--- src/hdl/eadec_pkg.sv ---
// Package for the x86 effective address decoder.
// Holds the item types, field codes and the 16-bit addressing tables.
// No dependencies.
package eadec_pkg;

    // Address and mode size codes; code 3 acts as 64-bit.
    localparam logic [1:0] SZ_16 = 2'd0;
    localparam logic [1:0] SZ_32 = 2'd1;
    localparam logic [1:0] SZ_64 = 2'd2;

    // Displacement kinds.
    localparam logic [1:0] DISP_NONE = 2'd0;
    localparam logic [1:0] DISP_8    = 2'd1;
    localparam logic [1:0] DISP_16   = 2'd2;
    localparam logic [1:0] DISP_32   = 2'd3;

    // Explicit size hints.
    localparam logic [1:0] HINT_NONE  = 2'd0;
    localparam logic [1:0] HINT_WORD  = 2'd1;
    localparam logic [1:0] HINT_DWORD = 2'd2;

    // ModRM mod field values and special rm / SIB codes.
    localparam logic [1:0] MOD_NODISP = 2'd0;
    localparam logic [1:0] MOD_DISP8  = 2'd1;
    localparam logic [1:0] MOD_DISPW  = 2'd2;
    localparam logic [1:0] MOD_REG    = 2'd3;
    localparam logic [2:0] RM_SIB     = 3'd4;
    localparam logic [2:0] RM_DISP32  = 3'd5;
    localparam logic [2:0] RM_DISP16  = 3'd6;
    localparam logic [2:0] SIB_NO_IDX = 3'd4;
    localparam logic [2:0] SIB_NO_BASE = 3'd5;

    // Register numbers used by 16-bit addressing.
    localparam logic [3:0] REG_BX = 4'd3;
    localparam logic [3:0] REG_BP = 4'd5;
    localparam logic [3:0] REG_SI = 4'd6;
    localparam logic [3:0] REG_DI = 4'd7;

    // 16-bit base register by rm, index register by rm[1:0] (rm 0..3).
    localparam logic [3:0] BASE16 [8] = '{REG_BX, REG_BX, REG_BP, REG_BP,
                                          REG_SI, REG_DI, REG_BP, REG_BX};
    localparam logic [3:0] INDEX16 [4] = '{REG_SI, REG_DI, REG_SI, REG_DI};

    typedef struct packed {
        logic [7:0]  modrm_byte;
        logic [39:0] following_bytes;
        logic [1:0]  addr_size;
        logic        rex_b_bit;
        logic        rex_x_bit;
    } t_ea_req;

    typedef struct packed {
        logic        is_register;
        logic        base_valid;
        logic [3:0]  base_reg;
        logic        index_valid;
        logic [3:0]  index_reg;
        logic [1:0]  scale_log2;
        logic [1:0]  disp_kind;
        logic [31:0] displacement;
        logic        rip_relative;
        logic [1:0]  size_hint;
        logic [2:0]  bytes_used;
    } t_ea_res;

endpackage

--- src/hdl/eadec_req_if.sv ---
// Request channel: valid/ready handshake carrying one ModRM item.
// Depends on eadec_pkg.
interface eadec_req_if import eadec_pkg::*; ();
    logic    valid;
    logic    ready;
    t_ea_req data;

    modport source (output valid, output data, input ready);
    modport sink   (input valid, input data, output ready);
endinterface

--- src/hdl/eadec_res_if.sv ---
// Result channel: valid/ready handshake carrying one decoded address item.
// Depends on eadec_pkg.
interface eadec_res_if import eadec_pkg::*; ();
    logic    valid;
    logic    ready;
    t_ea_res data;

    modport source (output valid, output data, input ready);
    modport sink   (input valid, input data, output ready);
endinterface

--- src/hdl/eadec_decode.sv ---
// ModRM / SIB / displacement field decode, pure combinational.
// Depends on eadec_pkg.
module eadec_decode import eadec_pkg::*; (
    input  t_ea_req    i_req,
    input  logic [1:0] i_mode_size,
    output t_ea_res    o_res
);
    logic [1:0]  mode_f;
    logic [2:0]  rm;
    logic [7:0]  sib;
    logic        sib_used;
    logic [31:0] win;
    logic [2:0]  disp_len;

    assign mode_f = i_req.modrm_byte[7:6];
    assign rm     = i_req.modrm_byte[2:0];
    assign sib    = i_req.following_bytes[7:0];

    always_comb begin
        o_res    = '0;
        sib_used = 1'b0;
        win      = '0;
        disp_len = '0;
        if (mode_f == MOD_REG) begin
            o_res.is_register = 1'b1;
            o_res.base_valid  = 1'b1;
            o_res.base_reg    = {i_req.rex_b_bit, rm};
        end else if (i_req.addr_size == SZ_16) begin
            o_res.base_valid = 1'b1;
            o_res.base_reg   = BASE16[rm];
            if (!rm[2]) begin
                o_res.index_valid = 1'b1;
                o_res.index_reg   = INDEX16[rm[1:0]];
            end
            o_res.disp_kind = (mode_f == MOD_DISP8) ? DISP_8 :
                              (mode_f == MOD_DISPW) ? DISP_16 : DISP_NONE;
            if (mode_f == MOD_NODISP && rm == RM_DISP16) begin
                o_res.base_valid = 1'b0;
                o_res.base_reg   = '0;
                o_res.disp_kind  = DISP_16;
                o_res.size_hint  = (i_mode_size != SZ_16) ? HINT_WORD : HINT_NONE;
            end
        end else begin
            o_res.base_valid = 1'b1;
            o_res.base_reg   = {i_req.rex_b_bit, rm};
            o_res.disp_kind  = (mode_f == MOD_DISP8) ? DISP_8 :
                               (mode_f == MOD_DISPW) ? DISP_32 : DISP_NONE;
            if (mode_f == MOD_NODISP && rm == RM_DISP32) begin
                // rip-relative only when the code segment is 64-bit
                o_res.rip_relative = i_mode_size[1];
                o_res.size_hint    = i_req.addr_size[1] ? HINT_NONE : HINT_DWORD;
                o_res.base_valid   = 1'b0;
                o_res.base_reg     = '0;
                o_res.disp_kind    = DISP_32;
            end
            if (rm == RM_SIB) begin
                sib_used         = 1'b1;
                o_res.scale_log2 = sib[7:6];
                if (!(sib[5:3] == SIB_NO_IDX && !i_req.rex_x_bit)) begin
                    o_res.index_valid = 1'b1;
                    o_res.index_reg   = {i_req.rex_x_bit, sib[5:3]};
                end
                if (sib[2:0] == SIB_NO_BASE && mode_f == MOD_NODISP) begin
                    o_res.base_valid = 1'b0;
                    o_res.base_reg   = '0;
                    o_res.disp_kind  = DISP_32;
                end else begin
                    o_res.base_reg = {i_req.rex_b_bit, sib[2:0]};
                end
                if (i_mode_size != SZ_32) begin
                    o_res.size_hint = HINT_DWORD;
                end
            end
        end

        // displacement starts right after the SIB byte when there is one
        win = sib_used ? i_req.following_bytes[39:8] : i_req.following_bytes[31:0];
        case (o_res.disp_kind)
            DISP_8: begin
                o_res.displacement = {{24{win[7]}}, win[7:0]};
                disp_len = 3'd1;
            end
            DISP_16: begin
                o_res.displacement = {16'd0, win[15:0]};
                disp_len = 3'd2;
            end
            DISP_32: begin
                o_res.displacement = win;
                disp_len = 3'd4;
            end
            default: begin
                o_res.displacement = '0;
                disp_len = 3'd0;
            end
        endcase
        o_res.bytes_used = {2'd0, sib_used} + disp_len;
    end
endmodule

--- src/hdl/x86_effective_address_decoder_core.sv ---
// Path from request accept to result valid: input reg, then result reg.
// One item per cycle if not stalled; decode sits between the two register stages.
// A stalled result holds in the output register while the input stage fills.
// Reset (synchronous, active low) empties both stages and sets mode_size to 32-bit.
// Depends on eadec_pkg, eadec_req_if, eadec_res_if, eadec_decode.
module x86_effective_address_decoder_core import eadec_pkg::*; (
    input  logic       i_clk,
    input  logic       i_rst_n,
    input  logic       i_cfg_we,
    input  logic [1:0] i_cfg_wdata,
    eadec_req_if.sink  i_req,
    eadec_res_if.source o_res
);
    logic [1:0] r_mode_size;
    logic       r_s1_valid;
    t_ea_req    r_s1_req;
    logic       r_out_valid;
    t_ea_res    r_out;
    t_ea_res    n_out;
    logic       out_free;
    logic       s1_free;

    assign out_free = !r_out_valid || o_res.ready;
    assign s1_free  = !r_s1_valid || out_free;

    assign i_req.ready = s1_free;
    assign o_res.valid = r_out_valid;
    assign o_res.data  = r_out;

    eadec_decode u_decode (
        .i_req       (r_s1_req),
        .i_mode_size (r_mode_size),
        .o_res       (n_out)
    );

    always_ff @(posedge i_clk) begin
        if (!i_rst_n) begin
            r_mode_size <= SZ_32;
        end else if (i_cfg_we) begin
            r_mode_size <= i_cfg_wdata;
        end
    end

    always_ff @(posedge i_clk) begin
        if (!i_rst_n) begin
            r_s1_valid  <= 1'b0;
            r_out_valid <= 1'b0;
        end else begin
            if (s1_free) begin
                r_s1_valid <= i_req.valid;
            end
            if (out_free) begin
                r_out_valid <= r_s1_valid;
            end
        end
    end

    // payload registers: load on advance, hold otherwise
    always_ff @(posedge i_clk) begin
        if (s1_free && i_req.valid) begin
            r_s1_req <= i_req.data;
        end
        if (out_free && r_s1_valid) begin
            r_out <= n_out;
        end
    end

`ifndef NO_ASSERTIONS
    a_stall_holds_s1: assert property (@(posedge i_clk) disable iff (!i_rst_n)
        (r_s1_valid && !out_free) |=> (r_s1_valid && $stable(r_s1_req)))
        else $error("input stage lost an item while the result stalled");

    a_reg_form_clean: assert property (@(posedge i_clk) disable iff (!i_rst_n)
        (r_out_valid && r_out.is_register) |->
        (!r_out.index_valid && r_out.disp_kind == DISP_NONE && r_out.bytes_used == 3'd0))
        else $error("register form carries memory fields");

    a_no_disp_zero: assert property (@(posedge i_clk) disable iff (!i_rst_n)
        (r_out_valid && r_out.disp_kind == DISP_NONE) |-> (r_out.displacement == 32'd0))
        else $error("displacement set without a displacement kind");

    a_reset_empty: assert property (@(posedge i_clk)
        !i_rst_n |=> (!r_out_valid && !r_s1_valid))
        else $error("pipeline not empty after reset");
`endif
endmodule
--- src/flat_wrapper.sv ---
// flat-port wrapper written by rule: the top's interface ports become plain ports
module x86_effective_address_decoder_core_flat import eadec_pkg::*;
  (i_clk, i_rst_n, i_cfg_we, i_cfg_wdata, i_req_valid, i_req_data, i_req_ready, o_res_valid, o_res_data, o_res_ready);
  eadec_req_if i_req_i ();
  eadec_res_if o_res_i ();
  input  logic i_clk;
  input  logic i_rst_n;
  input  logic i_cfg_we;
  input  logic [1:0] i_cfg_wdata;
  input wire logic [$bits(i_req_i.valid)-1:0] i_req_valid;
  input wire logic [$bits(i_req_i.data)-1:0] i_req_data;
  output wire logic [$bits(i_req_i.ready)-1:0] i_req_ready;
  output wire logic [$bits(o_res_i.valid)-1:0] o_res_valid;
  output wire logic [$bits(o_res_i.data)-1:0] o_res_data;
  input wire logic [$bits(o_res_i.ready)-1:0] o_res_ready;
  assign i_req_i.valid = i_req_valid;
  assign i_req_i.data = i_req_data;
  assign i_req_ready = i_req_i.ready;
  assign o_res_valid = o_res_i.valid;
  assign o_res_data = o_res_i.data;
  assign o_res_i.ready = o_res_ready;
  x86_effective_address_decoder_core u_core (.i_clk(i_clk), .i_rst_n(i_rst_n), .i_cfg_we(i_cfg_we), .i_cfg_wdata(i_cfg_wdata), .i_req(i_req_i), .o_res(o_res_i));
endmodule
--- config.mk ---
export PLATFORM = sky130hd
export DESIGN_NAME = x86_effective_address_decoder_core_flat
export DESIGN_NICKNAME = d
export VERILOG_FILES = /design/src/hdl/eadec_pkg.sv /design/src/hdl/eadec_req_if.sv /design/src/hdl/eadec_res_if.sv /design/src/hdl/eadec_decode.sv /design/src/hdl/x86_effective_address_decoder_core.sv /design/src/flat_wrapper.sv
export SDC_FILE = /design/constraint.sdc
export NUM_CORES = 1
export LEC_CHECK = 0
export BUFFER_PORTS_ARGS = -buffer_cell sky130_fd_sc_hd__buf_4
export CORE_MARGIN = 1
export CORE_UTILIZATION = 47
export DETAILED_ROUTE_END_ITERATION = 8
export PLACE_DENSITY = 0.77
export SLEW_MARGIN = 20
export SYNTH_ARGS = -nofsm -noshare
export SYNTH_HDL_FRONTEND = slang
export SYNTH_HIERARCHICAL = 1
export SYNTH_SLANG_ARGS = --single-unit
--- constraint.sdc ---
create_clock -name i_clk -period 8.31 [get_ports i_clk]
set_input_delay 0.831 -clock i_clk [delete_from_list [all_inputs] [get_ports i_clk]]
set_output_delay 0.831 -clock i_clk [all_outputs]
set_load 0.02 [all_outputs]
# Yosys cells after proc, flatten, opt, wreduce, memory -nomap -nowiden
# Memory sizes are Yosys's and may differ from the RTL's.
# Cells that the tools add are included.
# totals
reg_bits	109
mem_bits_ro	32
inputBits	59
output_inout_bits	55
memories	1
# classes
n_addsub	1
n_lt_le_gt_ge	2
eq_ne	12
mux	37
bitwise	4
n_reduce_logical	16
# mem_list
memory	depth	word_bits	rd	rd_ports_with_merged_regs	wr	line_no	source
(no name shown)	8	4	1	0	0	eadec_decode.sv:30	o_res.base_reg = BASE16[rm];
# op_table
cell	count
$pmux W32 S3	1
$mux W32	1
$mux W2	14
$mux W4	6
$mux W5	4
$eq A3 B3 Y1 const B	5
$mux W14	1
$mux W10	1
$pmux W3 S3	1
$bmux W4 S2	1
$eq A2 B2 Y1 const B	4
$mux W1	7
$logic_and A1 B1 Y1	6
$reduce_or A3 Y1	2
$eq A2 B1 Y1 const B	2
$ge A4 B4 Y1 const B	1
$logic_not A2 Y1	2
$not A3 Y4	1
$add A1 B3 Y3	1
$ge A3 B3 Y1 const B	1
$logic_not A1 Y1	3
$not A2 Y3	1
$logic_or A1 B1 Y1	2
$ne A2 B1 Y1 const B	1
other kinds (2)	3

# Logic depth before layout (Yosys ltp)
# logic_depth
word_depth	11
ltp_mapped	11
ltp_nobuf	9

# Hierarchy
# The synthesis kept the hierarchy.
# by_module_without_submodules
mod	n_inst	cells_each	area_each_um2	seq_area_each_um2
x86_effective_address_decoder_core	1	120	3326.9	3233.1
eadec_decode	1	180	1068.5	0.0

# Worst setup path after synthesis
# Ideal clock, no wire load.
# synth_path
kind	input port to flip-flop
startpoint	in o_res_ready
endpoint	reg u_core/r_s1_req[0] (netlist name) (enable)
setup_ps	479
arrival_time_ps	3426
path_slack_ps	4405
stages	2
path_buffers	0
cell_sequence	nor2b_4 -> a21oi_1
# synth_between
elab_chain_cells	3
# synth_rtl
item	line_no	source
start: declaration	flat_wrapper.sv:15	input wire logic [$bits(o_res_i.ready)-1:0] o_res_ready;
$logic_or A1 B1 Y1	x86_effective_address_decoder_core.sv:23	assign out_free = !r_out_valid || o_res.ready;
$logic_or A1 B1 Y1	x86_effective_address_decoder_core.sv:24	assign s1_free = !r_s1_valid || out_free;
$logic_and A1 B1 Y1	x86_effective_address_decoder_core.sv:60	if (s1_free && i_req.valid) begin
end signal: assignment	x86_effective_address_decoder_core.sv:61	r_s1_req <= i_req.data;
end: declaration	x86_effective_address_decoder_core.sv:16	t_ea_req r_s1_req;
# No other way between the ends.
# A chain may end at the register's enable or synchronous reset.

==> reports/metrics.cfg <==
[timing]
fin_crit_sh_pct=37.59
max_freq_ghz=0.3201
skew_ns=0.01062
finalHoldViolCount=0
fin_setup_tns_ns=0
worstMarginPinSlew_ns=0.7462
slew_headroom_pct=50.25
drv_slew=0
layout_min_cycle_time_ns=3.124
rsz0062_at_grt=no
setup_violations=0

[critical_path]
start_kind=flip-flop
crit_slowest_cell=ha_1
worstSetupPathType=reg -> reg
required_ns=8.38
slowest_delay_ns=0.47
worstSetupEndpointType=flip-flop
path_buf_inv=2
crit_chain=ha_1 -> inv_1 -> nand2_4 -> clkinv_4 -> mux2i_1 -> o22a_1 -> a31oi_1
critical_path.max_fanout=36
critical_path_arrival_ns=3.19
critical-path-top-delay-family=buffers and inverters

[drt]
viasPerCell=5.254
first_pass_iters=7
drt-wirelength-per-cell_um=16.27
vias=2727
wirelength_mm=8.444
drt_iter0_markers=150
post-route-drc-count=18
detail-route-antenna-nets=0

[status]
violations=design-rule violations
outcome=finished with violations

[floorplanning]
rows=34
die_w_um=97.71
io-pin-count=114
die_h_um=97.71
dieArea_mm2=0.009547
core-area_mm2=0.008806
start_util_pct=48.89

[yosys]
synth_area_mm2=0.004305
post_synth.cell_area_avg_um2=14.50
syn_inst=297
yosys_warnings=6
synth_nets=362

[global_route]
grt_pass1_vias=2648
antenna_found_initial=0
grt_pass1_wl_mm=13.22
grt_max_degree=54
grt_use_total_pct=18.52
grt.overflow.total=0

[cells_and_area]
areaGrowthSynthToFinish_pct=25.60
final_cell_area_mm2=0.005408
layout.nets=471
drive_gt1_share_pct=36.50
diodes=0

[clock_tree]
cts_tree=done
cts-hold-fix-buffers=0
h-tree-depth=3
ctsResizeCount=0
cts_max_path_buffers=2
worstSkewPairLatency_ns=0.36
cts_made_buffers=9
postCtsSetupBuffers=0
cts.sinks=106
path_clk_slew_ns=0.09
root_buffer=clkbuf_8

[pwr]
p_leak_nw=2.112
power.share.switching_pct=25.32
power.density_mw_per_mm2=197.2
switchingPower_mw=0.2700
seqPwrFrac_pct=60.0
clockPowerShare_pct=27.1
ir_drop_v=0.00009756
intPower_mw=0.7964
power.share.combinational_pct=12.9

[hold_path]
hp-class=reg -> reg

[placement]
dpl_cell_area_mm2=0.005231
dp_hpwl_mm=5.643
port_buffers=110
place.gp.congestion=0.8561

[job]
cap_violations=0

## metal layers
layer,share of wire [%],track usage [%]
met5,0,0
met4,2.7,10.72
met3,5.2,3.381
met2,51,30.71
met1,41,22.93
## per-stage QoR
| stage | hold slack [ns] | worst slack [ns] | cells | total power, mW | utilization, % |
|---|---|---|---|---|---|
| global placement | 0.4885 | 5.299 | 503 | 0.7865 | 59.41 |
| floorplan | 0.4558 | 4.555 | 297 | 0.7302 | - |
| CTS | 0.5513 | 5.239 | 519 | 1.074 | 61.41 |
| detailed placement | 0.5271 | 5.241 | 503 | 0.7903 | 59.41 |
| finish | 0.5376 | 5.186 | 519 | 1.066 | 61.41 |
| global route | 0.5712 | 4.952 | 519 | 1.110 | 61.41 |
## power groups by stage
stage,registers [mW],logic (mW),clock network [mW]
floorplan,0.671,0.0593,0
global placement,0.652,0.135,0
detailed placement,0.652,0.138,0
CTS,0.640,0.138,0.296
global route,0.644,0.148,0.318
finish,0.640,0.138,0.289
## worst reg2reg max path, cell delays in order, from the launching register on
cell and delay (ns):
edfxtp_1 0.40, ha_1 0.47, inv_1 0.27, nand2_4 0.37, clkinv_4 0.34, mux2i_1 0.48, o22a_1 0.41, a31oi_1 0.09
## placed cells by master (no fill, tap or decap), types with 2 or more instances in the layout
cell type / instances
nor2_1: 10
nor2b_4: 2
mux2i_1: 3
nor2b_1: 4
and2_1: 4
buf_4: 112
dfxtp_1: 4
inv_6: 3
clkbuf_8: 9
nand4b_1: 3
o31ai_1: 2
o22ai_1: 2
a21oi_1: 11
clkinvlp_4: 3
nand2_1: 68
inv_1: 7
a31oi_1: 15
ha_1: 6
o21a_1: 2
a31oi_2: 10
edfxtp_1: 102
## sequential cells by signal (all words and copies together) (netlist names)
register	count
u_core/o_res.data	53
u_core/r_s1_req	49
u_core/r_mode_size	2
u_core/o_res.valid	1
u_core/r_s1_valid	1
## final cells by class
| class | count | area, µm² |
|---|---|---|
| repair buffers | 112 | 840.8 |
| flip-flops and latches | 106 | 3143 |
| multi-input cells | 168 | 1074 |
| inverters | 9 | 38.79 |
| clock buffers | 10 | 127.6 |
| fillers | 688 | 3398 |
| clock inverters | 6 | 48.80 |
| well taps | 108 | 135.1 |
## path summary, 6_finish.rpt
path,start,slack (ns),end,depth (start not counted)
worst max-delay path,u_core/r_s1_req[51],5.19,u_core/o_res.data[18],7
worst min-delay path,u_core/r_mode_size[0],0.54,u_core/r_mode_size[0],2
worst max register to register,u_core/r_s1_req[51],5.19,u_core/o_res.data[18],7
worst min register to register,u_core/r_mode_size[0],0.54,u_core/r_mode_size[0],2
(Power assumes the default switching activity.)
